$ cat src/rtl/pid_feedforward_velocity_controller_core_defines.svh
// Assertion macros for the velocity controller core.
`ifndef PID_FEEDFORWARD_VELOCITY_CONTROLLER_CORE_DEFINES_SVH
`define PID_FEEDFORWARD_VELOCITY_CONTROLLER_CORE_DEFINES_SVH

// Same-cycle implication, checked on clk, off while rst_n is low.
`define PFVC_ASSERT_NOW(lbl, ante, cons, msg) \
  lbl: assert property (@(posedge clk) disable iff (!rst_n) (ante) |-> (cons)) \
    else $error(msg);

// Next-cycle implication, checked on clk, off while rst_n is low.
`define PFVC_ASSERT_NEXT(lbl, ante, cons, msg) \
  lbl: assert property (@(posedge clk) disable iff (!rst_n) (ante) |=> (cons)) \
    else $error(msg);

`endif

$ cat src/rtl/pfvc_mul.sv
// Shared 33x33 signed multiplier with registered product.
`default_nettype none
module pfvc_mul (
  input  wire logic               clk,
  input  wire logic signed [32:0] op_a,
  input  wire logic signed [32:0] op_b,
  output logic signed      [65:0] prod
);
  logic signed [65:0] prod_r;

  // Register every product; the sequencer reads it in the next cycle
  always_ff @(posedge clk) begin
    prod_r <= 66'(op_a) * 66'(op_b);
  end

  assign prod = prod_r;

endmodule
`default_nettype wire

$ cat config.mk
export PLATFORM = sky130hd
export DESIGN_NAME = pfvc_mul
export DESIGN_NICKNAME = d
export VERILOG_FILES = /design/src/rtl/pid_feedforward_velocity_controller_core_defines.svh /design/src/rtl/pfvc_mul.sv
export SDC_FILE = /design/constraint.sdc
export NUM_CORES = 2
export LEC_CHECK = 0
export ABC_AREA = 1
export BUFFER_PORTS_ARGS = -buffer_cell sky130_fd_sc_hd__buf_2
export CORE_UTILIZATION = 61
export CTS_CLUSTER_SIZE = 28
export DETAILED_ROUTE_END_ITERATION = 7
export PLACE_DENSITY = 0.82
export SYNTH_ARGS = -nofsm -noshare
export SYNTH_HDL_FRONTEND = slang
export SYNTH_SLANG_ARGS = --single-unit
$ cat constraint.sdc
create_clock -name clk -period 12.4 [get_ports clk]
set_input_delay 2.48 -clock clk [delete_from_list [all_inputs] [get_ports clk]]
set_output_delay 2.48 -clock clk [all_outputs]
set_load 0.1 [all_outputs]
# Word level (Yosys, flattened, before mapping)
# Cells that the tools add are included.
[op_classes] mul=1
[ops] operator="multiplier 33 x 33 -> 66 bit" count=1
[totals] reg_bits=66 inputBits=67 output_inout_bits=66 elab_cells=2

# Depth between registers and ports, before layout
[logic_depth] depth_word=1 depth_mapped=34 depth_no_buf=32

# Worst setup path before layout
# Ideal clock, no wire load.
[synth_timing] path_kind="input -> register" from="input op_a[32]" to="register prod_r[60] (netlist: prod[60])" setup_time_ps=113 t_arrival_ps=9123 slack_ps=3164 cell_stages=23 path_buffers=2 cell_sequence="clkbuf_1 -> clkbuf_1 -> nand2_1 -> inv_1 -> fa_1 -> fa_1 -> fa_1 -> fa_1 -> inv_1 -> fa_1 -> fa_1 -> fa_1 -> fa_1 -> inv_1 -> ha_1 -> nand2_1 -> nor2_1 -> inv_1 -> nor3_1 -> nand2_1 -> and2_0 -> nand4_1 -> nand2_1"
[synth_between] elab_chain_len=1
[synth_lines] element="from (decl)" line="pfvc_mul.sv:5" rtl="input wire logic signed [32:0] op_a,"
[synth_lines] element="multiplier 33 x 33 -> 66 bit" line="pfvc_mul.sv:13" rtl="prod_r <= 66'(op_a) * 66'(op_b);"
[synth_lines] element="to (signal assigned)" line="pfvc_mul.sv:13"
[synth_lines] element="to (decl)" line="pfvc_mul.sv:9" rtl="logic signed [65:0] prod_r;"
# No other way between the ends.

# Final worst setup path
# Same ends and word-level chain as after synthesis.

==> results.py <==
metrics = {
    "flow_run": {
        "maxCapViolCount": 0,
    },
    "route": {
        "ant_nets": 0,
        "vias": 33753,
        "first_iter_violations": 2637,
        "dr.pass1.iters": 7,
        "wl_per_cell_um": 17.8,
        "viasPerCell": 5.29,
        "drt-total-wl_mm": 114,
        "drc": 0,
    },
    "cts": {
        "path_clk_slew_ns": 0.07,
        "cts_buffers": 9,
        "postCtsHoldBufs": 0,
        "postCtsSetupRepairBufs": 0,
        "ctsResizeCount": 0,
        "cts-root-buf": "clkbuf_16",
        "clock_sinks": 66,
        "cts_tree": "built",
        "cts_htree_levels": 3,
        "clock_path_buffers": 2,
    },
    "layout": {
        "fin_nets": 6864,
        "n_fill_cell": 5888,
        "final_cell_mix": "inv_1 (1,894), nand2_1 (1,517), fa_1 (1,145)",
        "final-seq-area_um2": 1320,
        "largest_reg_flops": 66,
        "layout_commonest_cell": "inv_1",
        "multi_input_area_um2": 33800,
        "drive_above_1_share_pct": 4.06,
        "syn_to_final_growth_pct": 2.94,
    },
    "floorplanning": {
        "start_util_pct": 61.7,
        "rows": 97,
        "io_pins": 133,
        "die_area_um2": 71800,
        "die_y_um": 268,
        "die_w_um": 268,
        "core_region_area_um2": 70000,
    },
    "critical_path": {
        "worstPathArrival_ns": 10.19,
        "cp_common_cell": "fa_1",
        "start_kind": "primary input",
        "crit_slowest_cell": "fa_1",
        "crit_family": "adder cells",
        "cpPeakStageDelay_ns": 1.07,
        "crit_chain": "buf_2, nand2_1, inv_1, fa_1, fa_1, fa_1, fa_1, inv_1, fa_1, fa_1, fa_1, fa_1, inv_1, ha_1, nand2_1, nor2_1, inv_1, nor3_1, nand2_1, nor2_1, nand2_1, nand4_1, nand2_1",
        "worstSetupEndpointType": "register",
        "cp_num_buf_inv": 5,
        "required_ns": 12.64,
        "path_class": "primary input to register",
        "cp_max_fo": 33,
    },
    "synth": {
        "ys_types": 35,
        "yosys_warnings": 0,
        "synth_edf_count": 0,
        "synthArstFlopShare_pct": 0,
        "syn_nets": 6972,
        "ys.flop_type": "dfxtp_1",
        "ys_seq_area_share_pct": 3.06,
        "syn_area_um2": 43200,
        "synth_cells": 5543,
        "ys_ff_latch": 66,
        "postSynthAreaPerCell_um2": 7.79,
    },
    "timing": {
        "worst_pin_slew_ns": 1.14,
        "slew_headroom_pct": 23.9,
        "drv_slew": 0,
        "post-route-period-util_pct": 80.2,
        "hold_violations": 0,
        "fin_crit_ns": 9.95,
        "maxClockFrequency_ghz": 0.101,
        "final.setup.tns_ns": 0,
        "final-setup-viol-count": 0,
        "rsz0062_at_grt": "no",
    },
    "global_routing": {
        "grt_pass1_wl_mm": 188,
        "grt_start_max_net_pins": 35,
        "grt-ovfl-total": 0,
        "grt_pass1_vias": 37497,
        "antenna_found_initial": 9,
        "grt_usage_pct": 33.8,
    },
    "min_path": {
        "worstHoldPathType": "primary input to register",
    },
    "placement": {
        "dp_hpwl_mm": 94.5,
        "portBuffers": 132,
        "place.gp.congestion": 1.00,
    },
    "outcome": {
        "status": "finished clean",
    },
}
==> worst min-delay path, stage by stage <==
cell     delay (ns)
buf_2          0.32
nand2_1        0.14
inv_1          0.04
==> final timing paths <==
kind | start | end | slack, ns | cells past startpoint
max | op_a[32] | prod[60] | 2.45 | 23
min | op_b[0] | prod[0] | 2.69 | 3
==> per-stage QoR <==
| step | area (um^2) | hold WS (ns) | setup slack, ns | util (%) | std cells |
|---|---|---|---|---|---|
| 5_1_grt | 44400 | 2.69 | 1.90 | 63.5 | 6382 |
| 4_1_cts | 44400 | 2.65 | 2.45 | 63.5 | 6380 |
| 3_3_place_gp | 44100 | 3.01 | 2.25 | 63.0 | 6364 |
| 3_5_place_dp | 44100 | 3.02 | 2.09 | 63.0 | 6364 |
| 2_1_floorplan | 43200 | 2.74 | 3.16 | - | 5543 |
| 6_report | 44400 | 2.69 | 2.45 | 63.5 | 6382 |
==> Yosys cell counts (2+ instances only) <==
cell,instances,area (um^2)
a21o_1,2,15.0
a21oi_1,61,305
a21oi_2,4,35.0
and2_1,2,12.5
clkbuf_1,262,983
dfxtp_1,66,1320
fa_1,1145,22900
ha_1,217,2720
inv_1,1894,7110
nand2_1,1517,5690
nand2_2,17,106
nand3_1,70,350
nand3_2,8,80.1
nand3b_1,3,22.5
nand4_1,19,119
nor2_1,131,492
nor2_2,20,125
nor2_4,3,33.8
nor3_1,7,35.0
nor4_1,4,25.0
o21ai_0,19,95.1
o21ai_1,3,15.0
o21bai_1,14,105
or2_2,5,31.3
xnor2_1,4,35.0
xor2_1,37,324
==> final cells by class <==
class                           count  area share (%)
Tap cell                          940            2.65
Timing Repair Buffer              144            1.69
Sequential cell                    66            2.97
Antenna cell                        2          0.0113
Clock buffer                        9           0.507
Inverter                         1895            16.0
Clock inverter                      7           0.228
Multi-Input combinational cell   3319            75.9
==> per-layer routing <==
layer | global-route usage, % | wire length (um) | up-vias
met5 | 0 | 86 | -
met4 | 15.5 | 6180 | 14
met3 | 5.80 | 10100 | 478
met2 | 59.8 | 57200 | 1814
met1 | 40.3 | 40000 | 16687
li1 | - | - | 14760
==> cell families (layout without fill, tap and decap cells) <==
kind of cell	after synthesis	after routing	share of synthesized area (%)
AO/OA/AOI/OAI	106	106	1.38
adder cells (fa/ha/maj)	1362	1362	59.4
AND/OR/NAND/NOR	1810	1810	16.6
other	0	2	0
buffers and inverters	2158	2055	18.8
XOR/XNOR	41	41	0.832
flip-flops	66	66	3.06
Power is not shown: default switching activity piles up to over one toggle a cycle in this logic, so the estimate is an artifact.
