[src/rtl/pid_feedforward_velocity_controller_core_defines.svh]
// Assertion macros for the velocity controller core.
`ifndef PID_FEEDFORWARD_VELOCITY_CONTROLLER_CORE_DEFINES_SVH
`define PID_FEEDFORWARD_VELOCITY_CONTROLLER_CORE_DEFINES_SVH

// Same-cycle implication, checked on clk, off while rst_n is low.
`define PFVC_ASSERT_NOW(lbl, ante, cons, msg) \
  lbl: assert property (@(posedge clk) disable iff (!rst_n) (ante) |-> (cons)) \
    else $error(msg);

// Next-cycle implication, checked on clk, off while rst_n is low.
`define PFVC_ASSERT_NEXT(lbl, ante, cons, msg) \
  lbl: assert property (@(posedge clk) disable iff (!rst_n) (ante) |=> (cons)) \
    else $error(msg);

`endif

[src/rtl/pfvc_pkg.sv]
// Types, register indexes and fixed-point helpers of the velocity controller.
`default_nettype none
package pfvc_pkg;

  localparam int CFG_AW = 5;

  typedef enum logic [2:0] {
    REG_PROP_GAIN     = 3'd0,
    REG_INTEG_GAIN    = 3'd1,
    REG_DERIV_GAIN    = 3'd2,
    REG_STATIC_GAIN   = 3'd3,
    REG_VELOCITY_GAIN = 3'd4,
    REG_OUTPUT_MIN    = 3'd5,
    REG_OUTPUT_MAX    = 3'd6,
    REG_TICK_PERIOD   = 3'd7
  } reg_idx_t;

  typedef enum logic {
    KIND_TARGET = 1'b0,
    KIND_UPDATE = 1'b1
  } kind_t;

  typedef enum logic [3:0] {
    ST_IDLE,
    ST_FF_MUL,
    ST_FF_SUM,
    ST_DIFF,
    ST_MAG,
    ST_DT_MUL,
    ST_DT,
    ST_P,
    ST_INT,
    ST_I_MUL,
    ST_I,
    ST_D,
    ST_OUT
  } st_t;

  typedef struct packed {
    logic signed [31:0] prop_gain;
    logic signed [31:0] integ_gain;
    logic signed [31:0] deriv_gain;
    logic signed [31:0] static_gain;
    logic signed [31:0] velocity_gain;
    logic signed [31:0] output_min;
    logic signed [31:0] output_max;
    logic        [31:0] tick_period;
  } cfg_t;

  localparam logic signed [31:0] S32_MAX = 32'sh7FFF_FFFF;
  localparam logic signed [31:0] S32_MIN = 32'sh8000_0000;

  // Sign-extend a Q16.16 value to a multiplier operand.
  function automatic logic signed [32:0] sx33(input logic signed [31:0] v);
    sx33 = 33'(v);
  endfunction

  // Drop 16 fraction bits (floor) from a product and saturate to 32 bits.
  function automatic logic signed [31:0] qsat(input logic signed [65:0] p);
    logic signed [65:0] sh;
    sh = p >>> 16;
    if ((&sh[65:31]) || !(|sh[65:31])) begin
      qsat = sh[31:0];
    end else begin
      qsat = sh[65] ? S32_MIN : S32_MAX;
    end
  endfunction

  // Saturate an exact 33-bit difference to 32 bits.
  function automatic logic signed [31:0] sat33(input logic signed [32:0] d);
    if (d[32] == d[31]) begin
      sat33 = d[31:0];
    end else begin
      sat33 = d[32] ? S32_MIN : S32_MAX;
    end
  endfunction

  // Limit to hi first, then to lo.
  function automatic logic signed [31:0] clamp34(input logic signed [33:0] v,
                                                 input logic signed [31:0] lo,
                                                 input logic signed [31:0] hi);
    logic signed [33:0] t;
    t = v;
    if (t > 34'(hi)) begin
      t = 34'(hi);
    end
    if (t < 34'(lo)) begin
      t = 34'(lo);
    end
    clamp34 = t[31:0];
  endfunction

endpackage
`default_nettype wire

[src/rtl/pfvc_regs.sv]
// APB-style configuration register file of the velocity controller.
`default_nettype none
module pfvc_regs (
  input  wire logic                        clk,
  input  wire logic                        rst_n,
  input  wire logic                        cfg_psel,
  input  wire logic                        cfg_penable,
  input  wire logic                        cfg_pwrite,
  input  wire logic [pfvc_pkg::CFG_AW-1:0] cfg_paddr,
  input  wire logic [31:0]                 cfg_pwdata,
  output logic      [31:0]                 cfg_prdata,
  output logic                             cfg_pready,
  output pfvc_pkg::cfg_t                   cfg
);
  import pfvc_pkg::*;

  cfg_t     cfg_r;
  reg_idx_t idx;
  logic     wr_en;

  assign idx        = reg_idx_t'(cfg_paddr[CFG_AW-1:2]);
  assign wr_en      = cfg_psel && cfg_penable && cfg_pwrite;
  assign cfg_pready = 1'b1;
  assign cfg        = cfg_r;

  // Write the addressed register in the access cycle
  always_ff @(posedge clk) begin
    if (!rst_n) begin
      cfg_r.prop_gain     <= '0;
      cfg_r.integ_gain    <= '0;
      cfg_r.deriv_gain    <= '0;
      cfg_r.static_gain   <= '0;
      cfg_r.velocity_gain <= '0;
      cfg_r.output_min    <= S32_MIN;
      cfg_r.output_max    <= S32_MAX;
      cfg_r.tick_period   <= '0;
    end else if (wr_en) begin
      unique case (idx)
        REG_PROP_GAIN:     cfg_r.prop_gain     <= cfg_pwdata;
        REG_INTEG_GAIN:    cfg_r.integ_gain    <= cfg_pwdata;
        REG_DERIV_GAIN:    cfg_r.deriv_gain    <= cfg_pwdata;
        REG_STATIC_GAIN:   cfg_r.static_gain   <= cfg_pwdata;
        REG_VELOCITY_GAIN: cfg_r.velocity_gain <= cfg_pwdata;
        REG_OUTPUT_MIN:    cfg_r.output_min    <= cfg_pwdata;
        REG_OUTPUT_MAX:    cfg_r.output_max    <= cfg_pwdata;
        REG_TICK_PERIOD:   cfg_r.tick_period   <= cfg_pwdata;
        default:           cfg_r.tick_period   <= cfg_r.tick_period;
      endcase
    end
  end

  // Read back the addressed register
  always_comb begin
    unique case (idx)
      REG_PROP_GAIN:     cfg_prdata = cfg_r.prop_gain;
      REG_INTEG_GAIN:    cfg_prdata = cfg_r.integ_gain;
      REG_DERIV_GAIN:    cfg_prdata = cfg_r.deriv_gain;
      REG_STATIC_GAIN:   cfg_prdata = cfg_r.static_gain;
      REG_VELOCITY_GAIN: cfg_prdata = cfg_r.velocity_gain;
      REG_OUTPUT_MIN:    cfg_prdata = cfg_r.output_min;
      REG_OUTPUT_MAX:    cfg_prdata = cfg_r.output_max;
      REG_TICK_PERIOD:   cfg_prdata = cfg_r.tick_period;
      default:           cfg_prdata = '0;
    endcase
  end

endmodule
`default_nettype wire

[config.mk]
export PLATFORM = sky130hd
export DESIGN_NAME = pfvc_regs
export DESIGN_NICKNAME = d
export VERILOG_FILES = /design/src/rtl/pid_feedforward_velocity_controller_core_defines.svh /design/src/rtl/pfvc_pkg.sv /design/src/rtl/pfvc_regs.sv
export SDC_FILE = /design/constraint.sdc
export NUM_CORES = 1
export LEC_CHECK = 0
export BUFFER_PORTS_ARGS = -buffer_cell sky130_fd_sc_hd__buf_2
export CAP_MARGIN = 25
export CORE_MARGIN = 1
export CORE_UTILIZATION = 57
export CTS_BUF_LIST = sky130_fd_sc_hd__clkbuf_4 sky130_fd_sc_hd__clkbuf_8 sky130_fd_sc_hd__clkbuf_16
export DETAILED_ROUTE_END_ITERATION = 8
export HOLD_SLACK_MARGIN = 0.08
export MAX_ROUTING_LAYER = met4
export PLACE_DENSITY = 0.95
export SLEW_MARGIN = 20
export SYNTH_ARGS = -nofsm -noshare
export SYNTH_HDL_FRONTEND = slang
export SYNTH_SLANG_ARGS = --single-unit
[constraint.sdc]
create_clock -name clk -period 3.5 [get_ports clk]
set_clock_uncertainty 0.1 [all_clocks]
set_input_delay 0.35 -clock clk [delete_from_list [all_inputs] [get_ports clk]]
set_output_delay 0.35 -clock clk [all_outputs]
set_load 0.01 [all_outputs]
# Word-level counts from Yosys, hierarchy flattened

Index checks and enable logic that the tools add are counted.

Equal/unequal tests: 7
Mux-type cells: 1
Reduce and logical (&&, ||, !) cells: 11

Operators with widths:

| kind               | count |
|---|---|
| $pmux 32 s8        | 1 |
| $reduce_and 2->1   | 8 |
| $eq 3x3->1 const B | 4 |
| $eq 3x2->1 const B | 2 |
| $eq 3x1->1 const B | 1 |
| $logic_not 3->1    | 1 |
| $logic_and 1x1->1  | 2 |

Register bits after elaboration: 256
Output and inout port bits: 289

# Depth between registers and ports, before layout

Depth in word-level cells: 3
Mapped depth: 7
Mapped depth without buffers: 4

# Least setup slack after synthesis

No wires, ideal clock.

Kind: input-to-output
Start point: input cfg_paddr[3] in the netlist's numbering
End point: output cfg_prdata[12]
Data arrival time: 1.478 ns
Slack: 1.572 ns
Cell stages on the path: 6
Path buffers: 2
Cells stage by stage: buf_4 > buf_6 > mux2_2 > a22o_1 > a221oi_1 > nor2_1

Longest elaborated chain between the ends: 2
Elaborated cells on any way between the ends: 9
Those cells by class: eq/ne (7); mux (1); reduce/logical (1)

RTL lines:

| item                               | line            | text |
|---|---|---|
| start: declaration                 | pfvc_regs.sv:9  | `input wire logic [pfvc_pkg::CFG_AW-1:0] cfg_paddr,` |
| $eq 3x3->1 (tied with other cells) | pfvc_regs.sv:54 | `unique case (idx)` |
| $pmux 32 s8 (*)                    | pfvc_regs.sv:54 |  |
| end: declaration                   | pfvc_regs.sv:11 | `output logic [31:0] cfg_prdata,` |

Every way passes the cells marked *; elsewhere a longest branch is shown, timed or not.

# Worst setup path in the final report

Start point: input cfg_paddr[2] in the netlist's numbering
End point: output cfg_prdata[18]

The elaborated chain is that of the path after synthesis.

==> flow_summary.ini <==
[sta]
drv_slew = 0
period_needed_ns = 2.945
post-route-period-util = 0.8413
clock.fmax_mhz = 339.6
rsz0062_at_grt = false
holdWs_ns = 0.1592
worst_pin_slew_ns = 1.063
fin_tns_setup_ns = 0
finalSetupViolations = 0
finalHoldViolations = 0
max_slew_margin = 0.2894

[floorplanning]
coreArea_sq_mm = 0.02030
die_h_microns = 145.9
die_area_sq_mm = 0.02130
start_util = 0.5817
ios = 331
die_w_microns = 145.9
num_rows = 52

[clock_tree]
h-tree-depth = 1
root_buffer = clkbuf_16
cts_tree = done
cts.sinks = 256
clk_path_buf_depth = 3
insertion_delay_ns = 0.52
cts.clk_slew.worst_paths_ns = 0.06
cts_setup_buffers = 0
numCtsBuffers = 27

[power_and_ir_drop]
p_leak_uw = 0.006240
power_density_mw_per_mm2 = 445.6
ir_worst_vdd_uv = 440.0

[logic_synthesis]
synth_commonest_cells = nand2_1, dfxtp_1, a21boi_1, a21boi_0, nor2_1
avgSynthCellArea_sq_um = 8.033
synth.most_common_cell = nand2_1
synthArstFlopShare = 0
synth_top_area_share = 0.4340
ys_warn_count = 0
ys_seq_elements = 256
synth_edf_count = 0
yosysTopAreaCell = dfxtp_1
synth_area_leaders = dfxtp_1, nand2_1, a21boi_1
ys_seq_area_frac = 0.4340
synth-main-ff-cell = dfxtp_1
yosysUniqueCellTypes = 32
syn-num-nets = 1512
syn_area_sq_mm = 0.01181
syn_inst = 1470

[setup_path]
crit_top_cell = buf_4
cp.depth = 7
slowest_delay_ns = 0.75
crit_family = simple AND/OR/NAND/NOR gates
start_kind = primary input
cp-end-kind = primary output
reg2reg_from = cfg[121]
path_buf_inv = 3
crit_fanout = 30
crit_start = cfg_paddr[2]
required_ns = 3.05
worstRegToRegCells = 2
cp.arrival_ns = 2.49
path_cells = buf_4 > nand2b_1 > nor2_2 > buf_4 > a221oi_1 > nor2_1 > buf_2
r2r_end = cfg[121]
slowest_stage = nor2_2
path_class = primary input to primary output
r2r_slack_ns = 2.53
critPathCapture = cfg_prdata[18]

[routing]
firstDrtPassIters = 7
drt_iter0_markers = 1462
vias = 12570
route.detailed.drc = 0
wirelength_microns = 44230
vias_per_cell = 6.231
wl_per_cell_microns = 21.92
postRouteAntennaNets = 0

[cells_and_area]
fill_cells = 1448
area_delta_synth_final_pct = 22.82
multi_input_area_sq_mm = 0.005789
ff_latch_area_sq_mm = 0.005125
num_antenna_cells = 0
nNetsFinal = 1771
largest_reg_flops = 256
drive_above_1_share = 0.2546

[grt]
grt_overflow = 0
grt_max_degree = 108
grt_usage = 0.4136
grt_pass1_wl_microns = 67060
grt_antenna_before_repair = 0
first_global_vias = 12020

[placed_design]
io_buffers = 327
gp_congestion = 0.9983
place_hpwl_microns = 26540

[outcome]
status = complete, no violations

[worst_hold_path]
hp-class = primary input to register
hp-start = rst_n

[run]
maxCapViolCount = 0
per-stage QoR:
step	power [uW]	util	instances	worst slack [ns]	area (sq um)
2_1_floorplan	3353	-	1470	1.572	11810
4_1_cts	6437	0.7145	2018	0.6735	14500
6_report	6462	0.7145	2018	0.5554	14500
5_1_grt	6619	0.7145	2018	0.5768	14500
3_5_place_dp	3505	0.6532	1938	0.7219	13260
3_3_place_gp	3496	0.6532	1938	0.6959	13260
power breakdown:
group / leakage, uW / internal, uW / switching [uW]
combinational: 0.00371 / 200 / 337
clock: 0.000469 / 1770 / 1190
sequential: 0.00207 / 2940 / 21.0
total: 0.00624 / 4910 / 1550
repair_timing:
item | CTS | global route
hold buffers | 32 | 0
resized for setup | 0 | 0
endpoints found under the hold margin | 210 | 0
kinds of logic after synthesis:
| logic type | share of synthesized area |
|---|---|
| buffers and inverters | 0.08169 |
| multiplexers | 0.05192 |
| AO/OA/AOI/OAI | 0.2199 |
| other | 0.0003176 |
| AND/OR/NAND/NOR | 0.2122 |
| flip-flops | 0.4340 |
final cells by class:
| cell class | instances | share of cell area |
|---|---|---|
| inverter | 32 | 0.008282 |
| timing repair buffer | 384 | 0.1523 |
| multi-input combinational | 1028 | 0.3992 |
| clock inverter | 9 | 0.006988 |
| sequential | 256 | 0.3533 |
| tap | 270 | 0.02329 |
| clock buffer | 39 | 0.05668 |
per-layer routing:
metal	up-vias	GRT usage	part of all wire
li1	5394	-	-
met5	-	-	0
met2	1109	0.6486	0.46
met1	5805	0.4791	0.35
met3	266	0.08245	0.13
met4	0	0.2795	0.069
cells in the final DEF (no fill, tap or decap), types with 2 or more instances in the layout:
cell           instances
nor2_4                 6
inv_1                 32
clkbuf_4               3
clkinv_2               6
clkbuf_16             27
nand3_1               32
o22a_1                 2
nand2b_1               7
nor3_4                 2
dfxtp_1              256
a32oi_1                4
or2_2                  6
a21boi_1             140
a21boi_0              84
a21oi_1                9
a22o_1                33
nand2_1              515
buf_12                 4
nor2b_1                3
nor2_1                57
a221oi_1              56
or3_2                  2
mux2i_1               32
o22ai_1                2
dlygate4sd3_1         32
mux2_2                26
clkbuf_8               9
buf_2                323
bufinv_16              2
buf_4                 24
worst min path at each step:
| stage | to | depth (start not counted) |
|---|---|---|
| 2_1_floorplan | cfg[10] | 2 |
| 3_3_place_gp | cfg[12] | 2 |
| 3_5_place_dp | cfg[2] | 2 |
| 4_1_cts | cfg[43] | 2 |
| 5_1_grt | cfg[43] | 2 |
| 6_report | cfg[43] | 2 |
Power figures use the tool's default switching activity.
